<file path="config.mk">
export PLATFORM = sky130hd
export DESIGN_NAME = rmt_cell
export DESIGN_NICKNAME = d
export VERILOG_FILES = /design/src/sv/rmt_pkg.sv /design/src/sv/rmt_cell.sv
export SDC_FILE = /design/constraint.sdc
export NUM_CORES = 1
export LEC_CHECK = 0
export CELL_PAD_IN_SITES_DETAIL_PLACEMENT = 1
export CELL_PAD_IN_SITES_GLOBAL_PLACEMENT = 2
export CORE_UTILIZATION = 36
export DETAILED_ROUTE_END_ITERATION = 10
export DONT_BUFFER_PORTS = 1
export HOLD_SLACK_MARGIN = 0.12
export PLACE_DENSITY_LB_ADDON = 0.1
export SLEW_MARGIN = 40
export SYNTH_ARGS = -nofsm -noshare
export SYNTH_HDL_FRONTEND = slang
export SYNTH_SLANG_ARGS = --single-unit
</file>
<file path="constraint.sdc">
create_clock -name clk -period 5.4 [get_ports clk]
set_input_delay 0.27 -clock clk [delete_from_list [all_inputs] [get_ports clk]]
set_output_delay 0.27 -clock clk [all_outputs]
set_load 0.01 [all_outputs]
</file>
<file path="src/sv/rmt_pkg.sv">
package rmt_pkg;

  localparam int unsigned DATA_W  = 32;
  localparam int unsigned COUNT_W = 7;

  typedef logic signed [DATA_W-1:0] data_t;

  // per-cell control, set by the top level from the fill count
  typedef struct packed {
    logic ins;      // insertion happens this cycle
    logic occ;      // cell holds a sample (index below fill count)
    logic tail_ok;  // cell index is at or below fill count
  } cell_ctl_t;

endpackage

</file>
<file path="src/sv/rmt_cell.sv">
module rmt_cell
  import rmt_pkg::*;
(
  input  logic      clk,
  input  cell_ctl_t ctl,
  input  data_t     x,
  input  data_t     left_val,
  input  logic      left_gt,
  output data_t     val,
  output logic      gt
);

  assign gt = ctl.occ && (val > x);

  // Occupied cells holding a value <= x keep it. Every other cell up to the
  // tail takes its left neighbor when that one is larger, else the new sample.
  always_ff @(posedge clk) begin
    if (ctl.ins && ctl.tail_ok && !(ctl.occ && !gt)) begin
      val <= left_gt ? left_val : x;
    end
  end

endmodule

</file>
==> results of run 1 <==
==> placed cells by master, fill, tap and decap left out, drive strengths merged, types with 2 or more instances in the layout <==
cell type  count
nand2         39
o21ai         34
inv           33
ha            32
edfxtp        32
a21oi         14
nand4          8
clkbuf         5
nand3          4
nor2           3
a221o          2
a21o           2
nor4           2
clkinv         2
buf            2
==> path summary, 6_finish.rpt <==
path	start	endpoint	depth (start not counted)
min reg2reg	val[31]	val[2]	2
max	val[31]	gt	6
min	left_val[5]	val[5]	2
max reg2reg	val[31]	val[28]	7
==> critical path, cell delays in order (launching register included) <==
cell and delay (ns):
sky130_fd_sc_hd__edfxtp_1 0.45, sky130_fd_sc_hd__ha_1 0.42, sky130_fd_sc_hd__nand4_2 0.18, sky130_fd_sc_hd__nor2_1 0.05, sky130_fd_sc_hd__a221o_1 0.31, sky130_fd_sc_hd__a211o_1 0.34
sky130_fd_sc_hd__o41ai_1 0.75
==> power by group through the flow <==
stage	clock [mW]	sequential, mW	combinational [mW]
floorplan	0	0.328	0.0808
global placement	0	0.330	0.100
detailed placement	0	0.331	0.106
CTS	0.228	0.326	0.107
global route	0.237	0.328	0.122
finish	0.219	0.325	0.105
==> through the flow <==
step | cells | hold slack, ns | worst slack [ns]
floorplan | 223 | 0.457 | 0.814
global placement | 289 | 0.465 | 2.20
detailed placement | 289 | 0.468 | 2.11
CTS | 297 | 0.175 | 2.09
global route | 298 | 0.177 | 2.22
finish | 298 | 0.184 | 2.36
==> cells by family after synthesis <==
group	after synthesis	synth area share [%]
compound gates	59	15.9
buf+inv	40	7.05
flops	32	45.1
fa+ha+maj	32	18.8
mux	1	0.529
simple gates	59	12.5
==> routing by layer <==
metal	GRT usage, %	up-vias	routed length, um
li1	-	803	-
met3	4.94	6	345
met2	33.5	60	2760
met1	17.3	749	1910
met5	0	-	0
met4	4.55	0	58
==> area by class of cell <==
cell class	count	area [um^2]
clock buffers	5	68.8
fillers	652	3270
repair buffers	2	18.8
flip-flops and latches	32	961
well taps	72	90.1
inverters	33	124
clock inverters	3	37.5
multi-input cells	151	1030
==> flow_metrics.py, run 1 <==
metrics = {
    "clock_network": {
        "cts_num_sinks": 32,
        "clk_latency_ns": 0.28,
        "clock_tree_from_tritoncts": "done",
        "path_clk_slew_ns": 0.07,
        "cts_post_setup_buffers_inserted": 0,
        "ctsHoldBuffers": 0,
        "cts.path.max_buffers": 2,
        "numCtsBuffers": 5,
        "postCtsResizedCells": 0,
        "cts-root-buf": "sky130_fd_sc_hd__clkbuf_8",
        "htree_num_levels": 2,
    },
    "floorplanning": {
        "die_x_um": 78.9,
        "floorplan.rows": 27,
        "die-area_mm2": 0.00622,
        "start_util_pct": 38.0,
        "core-area_mm2": 0.00561,
        "chipHeight_um": 78.9,
        "boundaryPins": 102,
    },
    "timing": {
        "finalWorstPathRequiredPeriod_ns": 3.04,
        "max_freq_mhz": 329,
        "worst-slew-pin-transition_ns": 0.808,
        "report.final.setup_viol": 0,
        "final.period_utilization_pct": 56.3,
        "timing.final.hold_violations": 0,
        "rsz0062_at_grt": "false",
        "fin_worst_skew_ns": 0.0101,
        "setup_tns_ns": 0,
        "timing.final.max_slew_violations": 0,
        "max_slew_headroom_pct": 45.4,
    },
    "synthesis": {
        "post-synth-top-count-cell": "sky130_fd_sc_hd__nand2_1",
        "yosysSeqAreaShare_pct": 45.1,
        "synth_ff_type": "sky130_fd_sc_hd__edfxtp_1",
        "unique_masters_post_synth": 26,
        "ys_seq_elements": 32,
        "asyncSetResetFlopFracSynth_pct": 0,
        "yosys-top-cells-count": "sky130_fd_sc_hd__nand2_1, sky130_fd_sc_hd__o21ai_0, sky130_fd_sc_hd__inv_1",
        "synthesis.nets": 324,
        "synth_warnings": 0,
        "synthCells": 223,
        "syn-mean-instance-area_um2": 9.54,
        "leading_post_synthesis_cells_by_cell_area": "sky130_fd_sc_hd__edfxtp_1, sky130_fd_sc_hd__ha_1, sky130_fd_sc_hd__o21ai_0, sky130_fd_sc_hd__nand2_1, sky130_fd_sc_hd__inv_1",
        "post-synth-top-area-fraction_pct": 45.1,
        "syn_area_mm2": 0.00213,
        "synth-edff-count": 32,
        "synth_top_cell_by_area": "sky130_fd_sc_hd__edfxtp_1",
    },
    "routing": {
        "drt_iter0_markers": 61,
        "detail_route.drc_violations": 0,
        "routedWlPerCell_um": 17.0,
        "drt_pass1_iterations": 3,
        "vias": 1618,
        "drt-vias-per-instance": 5.43,
        "antenna_left": 0,
        "detail_route.wirelength_um": 5070,
    },
    "finish": {
        "utilization_pct": 41.6,
        "cell_area_after_layout_mm2": 0.00233,
        "largest-register": "val",
        "fraction_of_final_layout_cells_sized_beyond_drive_strength_1_pct": 5.31,
        "area_delta_synth_final_pct": 9.70,
        "layout.nets": 326,
        "largest_reg_flops": 32,
        "ant_diodes": 0,
        "layout_top_registers": "val: 32 flops",
    },
    "placement": {
        "dp_hpwl_um": 4090,
        "place_area_mm2": 0.00222,
        "finalWeightedCongestion": 0.766,
        "io_buffer_count": 0,
    },
    "power_and_ir_drop": {
        "comb_power_share_pct": 16.2,
        "power.clock.fraction_pct": 33.7,
        "internal_power_uw": 479,
        "power.total_uw": 650,
        "power.sequential.fraction_pct": 50.0,
        "power-per-cell-area_mw_per_mm2": 278,
        "switching_power_uw": 171,
        "swShare_pct": 26.3,
        "peakVddDrop_mv": 0.107,
        "cellLeakagePower_nw": 1.01,
    },
    "run": {
        "max_cap_viol": 0,
    },
    "critical_path": {
        "timing.critical_path.arrival_ns": 2.77,
        "critPathKind": "register to output pin",
        "worstPathRequired_ns": 5.13,
        "slack_of_the_worst_reg_to_reg_path_ns": 2.50,
        "crit_fanout": 6,
        "crit_path_start_kind": "register",
        "critPathCaptureType": "output pin",
    },
    "global_route": {
        "global_route_wire_length_before_repair_um": 8190,
        "globalRouteTotalUtil_pct": 17.0,
        "grt_max_degree": 64,
        "grt_pass1_vias": 1771,
        "antenna_found_initial": 0,
        "globalRouteOverflowTotal": 0,
    },
    "worst_hold_path": {
        "worst_hold_path_type": "input port to register",
    },
    "outcome": {
        "run_status": "complete, no violations",
    },
}
No activity file was read; power rests on OpenSTA's default activity.
==> run 2: changes to the inputs <==
--- a/config.mk
+++ b/config.mk
@@ -7,7 +7,7 @@
 export LEC_CHECK = 0
 export CELL_PAD_IN_SITES_DETAIL_PLACEMENT = 1
 export CELL_PAD_IN_SITES_GLOBAL_PLACEMENT = 2
-export CORE_UTILIZATION = 36
+export CORE_UTILIZATION = 32
 export DETAILED_ROUTE_END_ITERATION = 10
 export DONT_BUFFER_PORTS = 1
 export HOLD_SLACK_MARGIN = 0.12
==> constraint.sdc (replaced) <==
create_clock -name clk -period 2.5 [get_ports clk]
set_input_delay 0.125 -clock clk [delete_from_list [all_inputs] [get_ports clk]]
set_output_delay 0.125 -clock clk [all_outputs]
set_load 0.01 [all_outputs]
==> flow_metrics.py, run 2 (synthesis gave the netlist of run 1 again) <==
metrics = {
    "outcome": {
        "run_status": "finished, violations left",
        "failed_checks": "negative setup slack",
    },
    "clock_network": {
        "clock_tree_from_tritoncts": "done",
        "htree_num_levels": 2,
        "numCtsBuffers": 5,
        "clk_latency_ns": 0.28,
        "cts.path.max_buffers": 2,
        "cts-root-buf": "sky130_fd_sc_hd__clkbuf_8",
        "path_clk_slew_ns": 0.07,
        "cts_num_sinks": 32,
    },
    "timing": {
        "finalWorstPathRequiredPeriod_ns": 2.51,
        "final.period_utilization_pct": 101,
        "rsz0062_at_grt": "true",
        "max_freq_mhz": 398,
        "finalWorstSetupSlack_ns": -0.0146,
        "max_slew_headroom_pct": 77.0,
        "timing.final.max_slew_violations": 0,
        "worst-slew-pin-transition_ns": 0.344,
        "report.final.setup_viol": 1,
        "hold_slack_ns": 0.129,
        "timing.final.hold_violations": 0,
        "fin_worst_skew_ns": 0.00587,
    },
    "floorplanning": {
        "core-area_mm2": 0.00639,
        "boundaryPins": 102,
        "chipHeight_um": 83.6,
        "floorplan.rows": 29,
        "die-area_mm2": 0.00698,
        "die_x_um": 83.6,
        "start_util_pct": 33.3,
    },
    "critical_path": {
        "crit_path_start_kind": "register",
        "cp_cell_sequence": "ha_1 > nand4_1 > nor2_1 > a221o_1 > a211o_4 > o41ai_4 > buf_4",
        "reg2reg_to": "val[26]",
        "critPathKind": "register to output pin",
        "crit_path_max_delay_family": "compound AO/OA/AOI/OAI gates",
        "r2r-start": "val[14]",
        "critPathCaptureType": "output pin",
        "critical_path.slowest_cell": "sky130_fd_sc_hd__edfxtp_1",
        "worst_r2r_path_depth": 8,
        "critical_path_buf_inv_count": 1,
        "timing.critical_path.arrival_ns": 2.39,
        "slack_of_the_worst_reg_to_reg_path_ns": 0.03,
        "worstPathRequired_ns": 2.38,
        "critPathMaxStageDelay_ns": 0.40,
        "crit_fanout": 4,
    },
    "finish": {
        "most_common_library_cell_in_the_layout_ignoring_fill_and_taps": "sky130_fd_sc_hd__buf_4",
        "layout.nets": 410,
        "area_delta_synth_final_pct": 55.4,
        "largest-register": "val",
        "highest_count_cells_in_the_layout_ignoring_fill_and_taps": "sky130_fd_sc_hd__buf_4, sky130_fd_sc_hd__dlygate4sd3_1, sky130_fd_sc_hd__nand2_1, sky130_fd_sc_hd__inv_1",
        "cell_area_after_layout_mm2": 0.00331,
        "layout.filler_cells": 697,
        "ant_diodes": 0,
        "fraction_of_final_layout_cells_sized_beyond_drive_strength_1_pct": 24.3,
        "largest_reg_flops": 32,
        "layout_top_registers": "val: 32 flops",
    },
    "placement": {
        "io_buffer_count": 0,
        "finalWeightedCongestion": 0.823,
        "dp_hpwl_um": 4420,
        "place_worst_setup_slack_ns": -0.00958,
        "place_area_mm2": 0.00253,
    },
    "worst_hold_path": {
        "worst_hold_startpoint": "x[4]",
        "worst_hold_path_type": "input port to register",
        "min_delay_worst_endpoint": "val[4]",
        "worstHoldPathCells": 2,
    },
    "power_and_ir_drop": {
        "cellLeakagePower_nw": 1.40,
        "peakVddDrop_mv": 0.303,
        "power-per-cell-area_mw_per_mm2": 460,
    },
    "routing": {
        "drt-vias-per-instance": 5.19,
        "detail_route.drc_violations": 0,
        "detail_route.wirelength_um": 6440,
        "drt_pass1_iterations": 4,
        "drt_iter0_markers": 45,
        "vias": 2004,
        "antenna_left": 0,
        "routedWlPerCell_um": 16.7,
    },
    "global_route": {
        "globalRouteTotalUtil_pct": 18.6,
        "global_route_wire_length_before_repair_um": 10300,
        "grt_max_degree": 59,
        "antenna_found_initial": 0,
        "globalRouteOverflowTotal": 0,
        "grt_pass1_vias": 2086,
    },
    "run": {
        "max_cap_viol": 0,
    },
}
run 2: worst max-delay path by stage:
stage,end,slack [ns],depth (start not counted),from
after detailed placement,val[17],-0.01,9,val[21]
after floorplan,val[0],-0.32,6,val[21]
after global placement,val[28],0.05,9,val[23]
after CTS,val[11],-0.02,9,val[27]
after global routing,gt,-0.11,8,val[12]
final,gt,-0.01,7,val[24]
run 2: metrics by stage:
step | power [mW] | TNS [ns] | std cells | util (%)
6_report | 1.52 | -0.0146 | 386 | 51.8
5_1_grt | 1.62 | -2.47 | 386 | 51.8
4_1_cts | 1.49 | -0.601 | 380 | 49.3
3_5_place_dp | 1.02 | -0.275 | 327 | 39.7
3_3_place_gp | 1.00 | 0 | 327 | 39.7
2_1_floorplan | 0.896 | -10.23 | 223 | -
run 2: final cells by class:
cell class | count | area, um^2 | area share, %
Clock buffer | 5 | 68.8 | 2.08
Timing Repair Buffer | 86 | 792 | 23.9
Sequential cell | 32 | 961 | 29.0
Inverter | 33 | 124 | 3.74
Multi-Input combinational cell | 151 | 1260 | 38.0
Clock inverter | 2 | 7.51 | 0.227
Tap cell | 77 | 96.3 | 2.91
run 2: timing repair:
item,CTS,global route
hold buffers,41,0
pin swaps,5,5
endpoints found under the setup margin,33,33
buffers inserted,5,5
hold endpoints to repair,32,0
gates cloned,0,1
gates resized for setup,10,11
run 2: layer usage:
| metal | GRT usage [%] | wire length (um) | vias up |
|---|---|---|---|
| met5 | 0 | 0 | - |
| met2 | 33.2 | 3270 | 70 |
| li1 | - | - | 970 |
| met1 | 22.7 | 2780 | 955 |
| met4 | 4.78 | 82 | 0 |
| met3 | 3.86 | 311 | 9 |
run 2: where the power goes:
part,switching [mW],internal (mW)
clock network,0.185,0.183
registers,0.0334,0.652
logic,0.225,0.243
total,0.443,1.08
